## src/irt_pkg.sv

```systemverilog
package irt_pkg;

  localparam int DEF_VALUE_WIDTH = 32;
  localparam int DEF_MAX_PAD     = 32;

  localparam int DIV_STEPS = 8;
  localparam int RADIX_W   = 6;
  localparam int CHAR_W    = 7;
  localparam int PAD_IN_W  = 6;
  localparam int LEN_W     = 7;

  localparam logic [RADIX_W-1:0] RADIX_MIN = 6'd2;
  localparam logic [RADIX_W-1:0] RADIX_MAX = 6'd36;
  localparam logic [RADIX_W-1:0] DIGIT_MAX = 6'd35;

  localparam logic [CHAR_W-1:0] CH_ZERO  = 7'h30;
  localparam logic [CHAR_W-1:0] CH_MINUS = 7'h2D;
  localparam logic [CHAR_W-1:0] CH_UPPER = 7'h41;

  typedef enum logic [1:0] {
    EMIT_SIGN,
    EMIT_PAD,
    EMIT_DIGIT
  } emit_kind_e;

  typedef struct packed {
    logic       load;
    logic       div_step;
    logic       digit_done;
    logic       prep;
    logic       pad_dec;
    logic       dig_adv;
    logic       emit;
    emit_kind_e kind;
  } irt_cmd_t;

  typedef struct packed {
    logic div_done;
    logic neg;
    logic pad_need;
    logic pad_last;
    logic idx_zero;
  } irt_stat_t;

  function automatic logic [CHAR_W-1:0] glyph(input logic [RADIX_W-1:0] d);
    logic [RADIX_W-1:0] ds;
    ds = (d > DIGIT_MAX) ? DIGIT_MAX : d;
    if (ds < 6'd10) begin
      return CH_ZERO + CHAR_W'(ds);
    end
    return CH_UPPER + CHAR_W'(ds - 6'd10);
  endfunction

endpackage

```

## src/integer_to_radix_text.sv

```systemverilog
// Converts one integer to ASCII text in radix 2..36, most significant character first.
// Pulse start_i while busy_o is low to hand in an item; characters then come out one per
// cycle on char_code_o with char_valid_o high for one cycle each, last_char_o marking the
// final one. The receiver cannot stall: every strobed character must be taken that cycle.
// An item first runs through the shared divider (one digit per pass, eight quotient
// bits per cycle), then the digit memory read, then the characters one per cycle (sign,
// pad zeros, digits). busy_o drops as the last character appears; a new start_i may
// follow at once.
module integer_to_radix_text #(
  parameter int VALUE_WIDTH = irt_pkg::DEF_VALUE_WIDTH,
  parameter int MAX_PAD     = irt_pkg::DEF_MAX_PAD
) (
  input  logic                         clk_i,
  input  logic                         rst_ni,
  input  logic                         start_i,
  output logic                         busy_o,
  input  logic [VALUE_WIDTH-1:0]       value_bits_i,
  input  logic                         signed_mode_i,
  input  logic [irt_pkg::RADIX_W-1:0]  radix_i,
  input  logic [irt_pkg::PAD_IN_W-1:0] pad_width_i,
  output logic                         char_valid_o,
  output logic [irt_pkg::CHAR_W-1:0]   char_code_o,
  output logic                         last_char_o
);
  import irt_pkg::*;

  irt_cmd_t  cmd;
  irt_stat_t stat;

  irt_ctrl #(
    .VALUE_WIDTH(VALUE_WIDTH)
  ) u_ctrl (
    .clk_i  (clk_i),
    .rst_ni (rst_ni),
    .start_i(start_i),
    .stat_i (stat),
    .cmd_o  (cmd),
    .busy_o (busy_o),
    .valid_o(char_valid_o)
  );

  irt_dpath #(
    .VALUE_WIDTH(VALUE_WIDTH),
    .MAX_PAD    (MAX_PAD)
  ) u_dpath (
    .clk_i        (clk_i),
    .rst_ni       (rst_ni),
    .cmd_i        (cmd),
    .stat_o       (stat),
    .value_bits_i (value_bits_i),
    .signed_mode_i(signed_mode_i),
    .radix_i      (radix_i),
    .pad_width_i  (pad_width_i),
    .char_code_o  (char_code_o),
    .last_char_o  (last_char_o)
  );

endmodule

```

## src/irt_ctrl.sv

```systemverilog
module irt_ctrl #(
  parameter int VALUE_WIDTH = irt_pkg::DEF_VALUE_WIDTH
) (
  input  logic              clk_i,
  input  logic              rst_ni,
  input  logic              start_i,
  input  irt_pkg::irt_stat_t stat_i,
  output irt_pkg::irt_cmd_t  cmd_o,
  output logic              busy_o,
  output logic              valid_o
);
  import irt_pkg::*;

  localparam int DIV_CYCLES = (VALUE_WIDTH + DIV_STEPS - 1) / DIV_STEPS;
  localparam int CYC_W      = (DIV_CYCLES > 1) ? $clog2(DIV_CYCLES) : 1;
  localparam logic [CYC_W-1:0] CYC_LAST = CYC_W'(DIV_CYCLES - 1);

  typedef enum logic [2:0] {
    ST_IDLE,
    ST_DIV,
    ST_PREP,
    ST_SIGN,
    ST_PAD,
    ST_DIGIT
  } state_e;

  state_e           state_q, state_d;
  logic [CYC_W-1:0] cyc_q, cyc_d;
  logic             valid_q, valid_d;

  always_comb begin
    state_d = state_q;
    cyc_d   = cyc_q;
    cmd_o   = '0;
    cmd_o.kind = EMIT_PAD;
    unique case (state_q)
      ST_IDLE: begin
        if (start_i) begin
          cmd_o.load = 1'b1;
          cyc_d      = '0;
          state_d    = ST_DIV;
        end
      end
      ST_DIV: begin
        cmd_o.div_step = 1'b1;
        if (cyc_q == CYC_LAST) begin
          cmd_o.digit_done = 1'b1;
          cyc_d            = '0;
          if (stat_i.div_done) begin
            state_d = ST_PREP;
          end
        end else begin
          cyc_d = cyc_q + CYC_W'(1);
        end
      end
      ST_PREP: begin
        cmd_o.prep = 1'b1;
        if (stat_i.neg) begin
          state_d = ST_SIGN;
        end else if (stat_i.pad_need) begin
          state_d = ST_PAD;
        end else begin
          state_d = ST_DIGIT;
        end
      end
      ST_SIGN: begin
        cmd_o.emit = 1'b1;
        cmd_o.kind = EMIT_SIGN;
        state_d    = stat_i.pad_need ? ST_PAD : ST_DIGIT;
      end
      ST_PAD: begin
        cmd_o.emit    = 1'b1;
        cmd_o.kind    = EMIT_PAD;
        cmd_o.pad_dec = 1'b1;
        if (stat_i.pad_last) begin
          state_d = ST_DIGIT;
        end
      end
      ST_DIGIT: begin
        cmd_o.emit    = 1'b1;
        cmd_o.kind    = EMIT_DIGIT;
        cmd_o.dig_adv = 1'b1;
        if (stat_i.idx_zero) begin
          state_d = ST_IDLE;
        end
      end
      default: begin
        state_d = ST_IDLE;
      end
    endcase
    valid_d = cmd_o.emit;
  end

  always_ff @(posedge clk_i or negedge rst_ni) begin
    if (!rst_ni) begin
      state_q <= ST_IDLE;
      cyc_q   <= '0;
      valid_q <= 1'b0;
    end else begin
      state_q <= state_d;
      cyc_q   <= cyc_d;
      valid_q <= valid_d;
    end
  end

  assign busy_o  = (state_q != ST_IDLE);
  assign valid_o = valid_q;

endmodule

```

## src/irt_dpath.sv

```systemverilog
module irt_dpath #(
  parameter int VALUE_WIDTH = irt_pkg::DEF_VALUE_WIDTH,
  parameter int MAX_PAD     = irt_pkg::DEF_MAX_PAD
) (
  input  logic                         clk_i,
  input  logic                         rst_ni,
  input  irt_pkg::irt_cmd_t            cmd_i,
  output irt_pkg::irt_stat_t           stat_o,
  input  logic [VALUE_WIDTH-1:0]       value_bits_i,
  input  logic                         signed_mode_i,
  input  logic [irt_pkg::RADIX_W-1:0]  radix_i,
  input  logic [irt_pkg::PAD_IN_W-1:0] pad_width_i,
  output logic [irt_pkg::CHAR_W-1:0]   char_code_o,
  output logic                         last_char_o
);
  import irt_pkg::*;

  localparam int DIV_CYCLES = (VALUE_WIDTH + DIV_STEPS - 1) / DIV_STEPS;
  localparam int DW         = DIV_CYCLES * DIV_STEPS;
  localparam int DEPTH      = VALUE_WIDTH;
  localparam int IDX_W      = $clog2(DEPTH);
  localparam int CNT_W      = $clog2(DEPTH + 1);
  localparam int CMP_W      = (CNT_W > LEN_W) ? CNT_W : LEN_W;

  logic [RADIX_W-1:0]     mem_q [DEPTH];
  logic [RADIX_W-1:0]     rd_q;
  logic [IDX_W-1:0]       rd_addr;

  logic [DW-1:0]          sh_q, sh_nxt;
  logic [RADIX_W-1:0]     part_q, part_nxt;
  logic [RADIX_W:0]       trial;
  logic [RADIX_W-1:0]     radix_q;
  logic [LEN_W-1:0]       pad_q;
  logic [LEN_W-1:0]       pad_left_q;
  logic [CNT_W-1:0]       cnt_q;
  logic [CNT_W-1:0]       cnt_m1;
  logic [IDX_W-1:0]       out_idx_q;
  logic                   neg_q;
  logic [CHAR_W-1:0]      char_q, char_d;
  logic                   last_q, last_d;

  logic                   neg_in;
  logic [VALUE_WIDTH-1:0] mag_in;
  logic [RADIX_W-1:0]     radix_sat;
  logic [LEN_W-1:0]       pad_sat;

  assign neg_in = signed_mode_i & value_bits_i[VALUE_WIDTH-1];
  assign mag_in = neg_in ? (~value_bits_i + VALUE_WIDTH'(1)) : value_bits_i;

  always_comb begin
    if (radix_i < RADIX_MIN) begin
      radix_sat = RADIX_MIN;
    end else if (radix_i > RADIX_MAX) begin
      radix_sat = RADIX_MAX;
    end else begin
      radix_sat = radix_i;
    end
    if (CMP_W'(pad_width_i) > CMP_W'(MAX_PAD)) begin
      pad_sat = LEN_W'(MAX_PAD);
    end else begin
      pad_sat = LEN_W'(pad_width_i);
    end
  end

  // Restoring division, DIV_STEPS quotient bits per cycle
  always_comb begin
    part_nxt = part_q;
    sh_nxt   = sh_q;
    trial    = '0;
    for (int k = 0; k < DIV_STEPS; k++) begin
      trial  = {part_nxt, sh_nxt[DW-1]};
      sh_nxt = {sh_nxt[DW-2:0], 1'b0};
      if (trial >= {1'b0, radix_q}) begin
        part_nxt  = RADIX_W'(trial - {1'b0, radix_q});
        sh_nxt[0] = 1'b1;
      end else begin
        part_nxt = trial[RADIX_W-1:0];
      end
    end
  end

  assign cnt_m1 = cnt_q - CNT_W'(1);

  always_comb begin
    if (cmd_i.prep) begin
      rd_addr = cnt_m1[IDX_W-1:0];
    end else if (cmd_i.dig_adv) begin
      rd_addr = out_idx_q - IDX_W'(1);
    end else begin
      rd_addr = out_idx_q;
    end
  end

  always_comb begin
    char_d = char_q;
    last_d = last_q;
    if (cmd_i.emit) begin
      case (cmd_i.kind)
        EMIT_SIGN: begin
          char_d = CH_MINUS;
          last_d = 1'b0;
        end
        EMIT_DIGIT: begin
          char_d = glyph(rd_q);
          last_d = (out_idx_q == '0);
        end
        default: begin
          char_d = CH_ZERO;
          last_d = 1'b0;
        end
      endcase
    end
  end

  always_ff @(posedge clk_i or negedge rst_ni) begin
    if (!rst_ni) begin
      cnt_q      <= '0;
      neg_q      <= 1'b0;
      pad_left_q <= '0;
      out_idx_q  <= '0;
    end else begin
      if (cmd_i.load) begin
        cnt_q <= '0;
        neg_q <= neg_in;
      end else if (cmd_i.digit_done) begin
        cnt_q <= cnt_q + CNT_W'(1);
      end
      if (cmd_i.prep) begin
        pad_left_q <= pad_q - LEN_W'(cnt_q);
        out_idx_q  <= cnt_m1[IDX_W-1:0];
      end else begin
        if (cmd_i.pad_dec) begin
          pad_left_q <= pad_left_q - LEN_W'(1);
        end
        if (cmd_i.dig_adv) begin
          out_idx_q <= out_idx_q - IDX_W'(1);
        end
      end
    end
  end

  always_ff @(posedge clk_i) begin
    if (cmd_i.load) begin
      sh_q    <= DW'(mag_in);
      part_q  <= '0;
      radix_q <= radix_sat;
      pad_q   <= pad_sat;
    end else if (cmd_i.div_step) begin
      sh_q   <= sh_nxt;
      part_q <= cmd_i.digit_done ? '0 : part_nxt;
    end
    char_q <= char_d;
    last_q <= last_d;
  end

  always_ff @(posedge clk_i) begin
    if (cmd_i.digit_done) begin
      mem_q[cnt_q[IDX_W-1:0]] <= part_nxt;
    end
    rd_q <= mem_q[rd_addr];
  end

  assign stat_o.div_done = (sh_nxt == '0) || (cnt_q == CNT_W'(DEPTH - 1));
  assign stat_o.neg      = neg_q;
  assign stat_o.pad_need = (CMP_W'(pad_q) > CMP_W'(cnt_q));
  assign stat_o.pad_last = (pad_left_q == LEN_W'(1));
  assign stat_o.idx_zero = (out_idx_q == '0);

  assign char_code_o = char_q;
  assign last_char_o = last_q;

endmodule

```

## config.mk

```make
export PLATFORM = sky130hd
export DESIGN_NAME = integer_to_radix_text
export DESIGN_NICKNAME = d
export VERILOG_FILES = /design/src/irt_pkg.sv /design/src/integer_to_radix_text.sv /design/src/irt_ctrl.sv /design/src/irt_dpath.sv
export SDC_FILE = /design/constraint.sdc
export NUM_CORES = 1
export LEC_CHECK = 0
export BUFFER_PORTS_ARGS = -buffer_cell sky130_fd_sc_hd__buf_4
export CELL_PAD_IN_SITES_DETAIL_PLACEMENT = 1
export CELL_PAD_IN_SITES_GLOBAL_PLACEMENT = 1
export CORE_MARGIN = 10
export CORE_UTILIZATION = 45
export DETAILED_ROUTE_END_ITERATION = 10
export PLACE_DENSITY = 0.74
export SYNTH_ARGS = -nofsm -noshare
export SYNTH_HDL_FRONTEND = slang
export SYNTH_SLANG_ARGS = --single-unit
```

## constraint.sdc

```tcl
create_clock -name clk_i -period 24.6 [get_ports clk_i]
set_input_delay 1.23 -clock clk_i [delete_from_list [all_inputs] [get_ports clk_i]]
set_output_delay 1.23 -clock clk_i [all_outputs]
set_load 0.005 [all_outputs]
```

==> summary.txt, run 1 <==
Layout
  • Final net count: around 1,400
  • Seq. cell area: 8190 um2
  • Most frequent cells in the layout: edfxtp_1 (244), nor2_1 (109), nand2_1 (104)
  • Area grow syn2layout: 12.3%
  • Most common cell after layout, fill and taps aside: edfxtp_1
  • Share of cells above drive strength 1: 0.166
  • FILL cells: around 3,400
  • Utilization after layout: 0.515
  • Antenna diodes: 0
  • Multi-input gate area: between 6000 and 7000 um2
  • Design area: roughly 17,000 um2

Die
  • DIE AREA: roughly 41,000 um2
  • Initial Utilization: 0.459
  • FP Rows: 66
  • Ports: between 50 and 60
  • Die height: 203 um
  • Die W: around 200 um
  • Core area: between 30,000 and 40,000 um2

Yosys
  • Sequential share of the synthesized area: 0.545
  • Yosys top cell by area: edfxtp_1
  • Seq cells post-synth: ~280
  • Post-synth cell types: 80
  • Mapped Nets: around 1,300
  • Synth Instances: 1,207
  • Syn_area_per_cell: roughly 12 um2
  • Warnings, synthesis: 0
  • Area contributors post-synth: edfxtp_1 (49%), mux4_2 (7.2%), ha_1 (5.5%), dfrtp_1 (4.2%), xnor2_1 (2.7%)
  • Post-synth top area share: 0.487
  • Cell area after synthesis: ~15,000 um2
  • Number of flops mapped to enable cells by yosys: roughly 240
  • Top_reg_cell synth: edfxtp_1
  • Ys async rst share: 0.0890

Timing
  • Hold slack: between 500 and 600 ps
  • Setup violators final: 0
  • Relative slew slack: 0.347
  • Slew @ Worst Pin: ~980 ps
  • Final Hold Viols: 0
  • Clock period minus final worst setup slack: 19,460 ps
  • Fin. max-slew vios: 0
  • Period utilization: 0.791
  • Clock skew: approximately 29 ps
  • Fmax: ~0.051 GHz
  • Fin Setup TNS: 0 ps
  • Unrepaired setup endpoints after global routing: false

Detailed routing
  • M1 WL: 16.0 mm
  • DRC viols: 0
  • Met3 wire len: about 1.3 mm
  • WL met2: slightly below 20 mm
  • Initial DRC count: about 640
  • Highest metal used: met4
  • Drt total wl: approximately 37 mm
  • Vias post-DR: approximately 9,800
  • Routed vias/inst: approximately 5.7
  • Remaining antenna violation count after routing: 0
  • Wire length per cell: between 20 and 25 um
  • Pre-antenna DRT Iters: 4

Clock network
  • Clock Sinks: 281
  • Cts hold-fix bufs: 0
  • Clk_lat worst skew: around 570 ps
  • TritonCTS clock tree: yes
  • Post_cts resized: 0
  • CTS Root Cell: clkbuf_16
  • Maximum clock insertion buffer count: 3
  • Clock-pin slew on the worst setup and hold paths: about 60 ps
  • H-tree depth: 1
  • Total setup buffers inserted after CTS: 0
  • TritonCTS Buffers: 29

GRT
  • GR Util All Layers: 0.181
  • Final global-route overflow total: 0
  • Initial antenna violation count: 0
  • Vias in the first global route: between 10,000 and 15,000
  • First-pass GRT wire length: roughly 60 mm
  • Largest net degree at the start of global routing: 63

Placement
  • Sum of net half-perimeters after detailed placement: approximately 27 mm
  • Placed Area: 16,000 um2
  • Final GP Congestion: between 0.8 and 0.9
  • IO Port Bufs: between 50 and 60

Setup path
  • CP max stage delay: 710 ps
  • CP max FO: 33
  • CP arrival: 19,760 ps
  • Slowest cell on crit path: edfxtp_1
  • Crit. End Element: register
  • Startpoint types: register
  • Crit Path Class: register to register
  • Crit-path most repeated cell: o21ai_0
  • CP required: roughly 25,000 ps

Worst hold path
  • Worst hold path class: register to register

Flow run
  • Max-cap violations: 0

Outcome
  • Status: complete, no violations
==> metal layers <==
metal  track usage  vias to the layer above
met3        0.0201                       60
met4        0.0469                        0
met5             0                        -
li1              -                     4647
met2         0.323                      177
met1         0.228                     4926
==> cell type report <==
| cell class | instances | area share |
|---|---|---|
| clock buffers | 34 | 0.0447 |
| flip-flops and latches | 281 | 0.485 |
| inverters | 57 | 0.0127 |
| repair buffers | 68 | 0.0302 |
| well taps | 442 | 0.0327 |
| clock inverters | 19 | 0.0101 |
| multi-input cells | 828 | 0.384 |
==> cell usage after synthesis (4+ instances only) <==
cell        n
edfxtp_1  244
buf_1       4
mux2_4      4
o21ai_1     4
inv_1      56
o21ai_0    75
nand2_1   105
o211ai_1   15
mux4_2     48
o21a_1     10
fa_1        9
and3_1      6
nand2b_1   16
o31ai_1     5
mux2i_1    19
and2_1      6
a22o_1      8
a211oi_1    6
nor2_1    109
nor3_1     14
o31a_1      4
a31oi_1     5
dfrtp_1    25
a21boi_0    4
dfxtp_1    12
xnor2_1    47
ha_1       66
a21oi_1    50
mux2_2     26
xor2_1     24
nand3_1    19
nand4_1     7
or2_2       4
clkbuf_1   33
a21o_1     15
nor4_1     10
nor2b_1    22
or3_1      10
==> sequential cells by signal, summed over array words and instances (netlist names) <==
register and flops:
u_dpath.mem_q 192, u_dpath.sh_q 32, u_dpath.char_code_o 7, u_dpath.pad_left_q 7
u_dpath.cnt_q 6, u_dpath.pad_q 6, u_dpath.part_q 6, u_dpath.radix_q 6
u_dpath.rd_q 6, u_dpath.out_idx_q 5, u_ctrl.state_q 3, u_ctrl.cyc_q 2
u_ctrl.valid_o 1, u_dpath.last_char_o 1, u_dpath.neg_q 1
==> through the flow <==
stage / setup slack, ps / cells
finish: 5140 / 1729
global route: 3330 / 1729
CTS: 5240 / 1729
detailed placement: 5360 / 1676
global placement: 6050 / 1676
floorplan: 7360 / 1207
==> logic make-up (layout without fill, tap and decap cells) <==
logic type / after synthesis / in the layout / synth area share
flip-flops: 281 / 281 / 0.545
multiplexers: 97 / 97 / 0.108
buffers and inverters: 98 / 178 / 0.0260
AND/OR/NAND/NOR: 344 / 344 / 0.107
XOR/XNOR: 71 / 71 / 0.0413
AO/OA/AOI/OAI: 239 / 239 / 0.105
adder cells (fa/ha/maj): 77 / 77 / 0.0682
==> critical path: cells and delay by family (launching register included) <==
| kind | cells | cell delay [ps] |
|---|---|---|
| and+or+nand+nor | 18 | 3720 |
| adders and majority gates | 8 | 2470 |
| muxes | 5 | 1720 |
| buffers and inverters | 6 | 1110 |
| DFF | 1 | 710 |
| AOI/OAI and AO/OA | 38 | 9480 |
==> path summary, 6_finish.rpt <==
check                                   start                    to  slack (ps)  depth (start not counted)
max                        u_dpath.radix_q[1]  u_dpath.mem_q[10][1]        5140                         75
max in group asynchronous              rst_ni  u_dpath.out_idx_q[4]       23740                          1
max reg2reg                u_dpath.radix_q[1]  u_dpath.mem_q[10][1]        5140                         75
min in group asynchronous              rst_ni       u_ctrl.cyc_q[0]         590                          1
min reg2reg                     u_dpath.neg_q         u_dpath.neg_q         500                          2
min                             u_dpath.neg_q         u_dpath.neg_q         500                          2
Power of run 1 is left out: the tool's default activity adds up to more than one toggle a clock period on the data nets, which glitch-free logic cannot reach.
==> run 2: changes to the inputs <==
--- a/config.mk
+++ b/config.mk
@@ -11,7 +11,7 @@
 export CORE_MARGIN = 10
 export CORE_UTILIZATION = 45
 export DETAILED_ROUTE_END_ITERATION = 10
-export PLACE_DENSITY = 0.74
+export PLACE_DENSITY = 0.76
 export SYNTH_ARGS = -nofsm -noshare
 export SYNTH_HDL_FRONTEND = slang
 export SYNTH_SLANG_ARGS = --single-unit
==> constraint.sdc (replaced) <==
create_clock -name clk_i -period 16.85 [get_ports clk_i]
set_input_delay 0.8425 -clock clk_i [delete_from_list [all_inputs] [get_ports clk_i]]
set_output_delay 0.8425 -clock clk_i [all_outputs]
set_load 0.005 [all_outputs]
==> run 2 against run 1 <==
  * Sequential share of layout area decreased by 1.3 points
  * Critical endpoint is now u_dpath.mem_q[21][3]
  * Non-clock buffer count increased by 31
  * Worst hold slack got worse by 300 ps
  * First-iteration DRC count decreased by 1.7%
  * Register-to-register slack got worse by 4200 ps
  * Global-route usage increased by 0.75 points
  * Via count increased by 3.8%
  * Final area increased by 2.8%
  * Cell count increased by 2.0%
  * Critical path type unchanged
==> summary.txt, run 2 (same netlist as run 1, synthesis figures left out) <==
Die
  • FP Rows: between 60 and 70
  • Core area: approximately 33,000 um2
  • DIE AREA: roughly 41,000 um2
  • Die height: about 200 um
  • Initial Utilization: 0.459
  • Die W: 203 um
  • Ports: 58

Layout
  • Final net count: about 1,400
  • Max reg flops: approximately 190
  • Antenna diodes: 0
  • Area grow syn2layout: 15.5%
  • Most frequent cells in the layout: edfxtp_1 (244), nor2_1 (108), nand2_1 (103)
  • Final Non-Filler Cells: about 1,800
  • FILL cells: between 3,000 and 4,000
  • Most common cell after layout, fill and taps aside: edfxtp_1
  • Share of cells above drive strength 1: 0.198
  • Utilization after layout: 0.530

Detailed routing
  • Initial DRC count: between 600 and 700
  • Routed vias/inst: just under 6
  • Pre-antenna DRT Iters: 5
  • DRC viols: 0
  • Vias post-DR: 10,200
  • Drt total wl: just over 40 mm
  • Wire length per cell: ~23 um
  • Remaining antenna violation count after routing: 0

Setup path
  • Buf+Inv Stages, Crit Path: 9
  • Crit-path most repeated cell: ha_1
  • FF-to-FF setup slack: about 900 ps
  • Slowest cell on crit path: or3_1
  • CP max FO: 16
  • Crit Path Class: register to register
  • CP arrival: between 15,000 and 20,000 ps
  • Origin of the critical flop-to-flop path: u_dpath.radix_q[4]
  • CP max stage delay: about 420 ps
  • Startpoint types: register
  • CP delay by family, top: compound AO/OA/AOI/OAI gates
  • CP required: 17,130 ps
  • R2R Path End: u_dpath.mem_q[21][3]
  • Crit. End Element: register
  • Reg2Reg Depth: a little under 80

Timing
  • Relative slew slack: 0.351
  • Period utilization: 0.945
  • Fin Setup TNS: 0 ps
  • Slew @ Worst Pin: about 1000 ps
  • Clock skew: between 10 and 15 ps
  • Fmax: approximately 0.063 GHz
  • Final Hold Viols: 0
  • Setup violators final: 0
  • Clock period minus final worst setup slack: 15,930 ps
  • Fin. max-slew vios: 0

Clock network
  • H-tree depth: 1
  • Cts hold-fix bufs: 0
  • Clock-pin slew on the worst setup and hold paths: approximately 70 ps
  • CTS Root Cell: clkbuf_16
  • TritonCTS Buffers: 28
  • TritonCTS clock tree: yes
  • Clock Sinks: roughly 280
  • Clk_lat worst skew: 560 ps
  • Maximum clock insertion buffer count: 3

Placement
  • IO Port Bufs: 57
  • Final GP Congestion: ~0.88
  • Inst Count DP: about 1,700
  • Sum of net half-perimeters after detailed placement: ~28 mm

GRT
  • Final global-route overflow total: 0
  • Initial antenna violation count: 0
  • Largest net degree at the start of global routing: 63
  • GR Util All Layers: 0.188
  • Vias in the first global route: about 11,000
  • First-pass GRT wire length: between 60 and 70 mm

Outcome
  • Status: complete, no violations

Flow run
  • Max-cap violations: 0

Worst hold path
  • Worst hold path class: primary input to asynchronous set/reset pin
==> run 2: metrics by stage <==
step / cell area [um2] / hold slack, ps / setup slack (ps)
2_1_floorplan: 15100 / 451 / 141
3_3_place_gp: 16100 / 492 / 371
3_5_place_dp: 16100 / 513 / -262
4_1_cts: 17100 / 196 / 64.4
5_1_grt: 17400 / 206 / -150
6_report: 17400 / 196 / 922
==> run 2: how the worst max path moves through the flow <==
| stage | startpoint | to | slack, ps | cells after the start |
|---|---|---|---|---|
| floorplan | u_dpath.radix_q[1] | u_dpath.mem_q[0][0] | 140 | 78 |
| global placement | u_dpath.part_q[4] | u_dpath.part_q[0] | 370 | 78 |
| detailed placement | u_dpath.radix_q[5] | u_dpath.part_q[0] | -260 | 77 |
| CTS | u_dpath.radix_q[4] | u_dpath.part_q[4] | 60 | 76 |
| global route | u_dpath.radix_q[4] | u_dpath.mem_q[10][2] | -150 | 78 |
| finish | u_dpath.radix_q[4] | u_dpath.mem_q[21][3] | 920 | 78 |
==> run 2: cell type report <==
type | instances | area [um2] | share of cell area
flip-flops and latches | 281 | 8190 | 0.472
multi-input cells | 833 | 6680 | 0.384
repair buffers | 99 | 771 | 0.0444
inverters | 57 | 214 | 0.0123
well taps | 442 | 553 | 0.0318
clock inverters | 17 | 235 | 0.0135
clock buffers | 35 | 727 | 0.0418
==> run 2: what timing repair did <==
action                                  in CTS  in global routing
pin swaps                                    1                  6
endpoints found under the setup margin     200                201
gates resized for setup                      5                 39
gates cloned                                 0                  5
buffers inserted                             2                  8
==> run 2: layer usage <==
layer,track usage,up-vias,part of all wire
li1,-,4721,-
met1,0.239,5163,0.43
met2,0.332,235,0.51
met3,0.0217,62,0.041
met4,0.0533,0,0.025
met5,0,-,0
==> run 2: worst register-to-register path: cells and delay by family (launching register included) <==
kind,cells,cell delay (ps)
AO/OA/AOI/OAI,38,7420
adder cells (fa/ha/maj),8,2280
buffers and inverters,9,910
flip-flops,1,360
multiplexers,6,2000
AND/OR/NAND/NOR,17,2690
Power of run 2 is left out for the same reason.
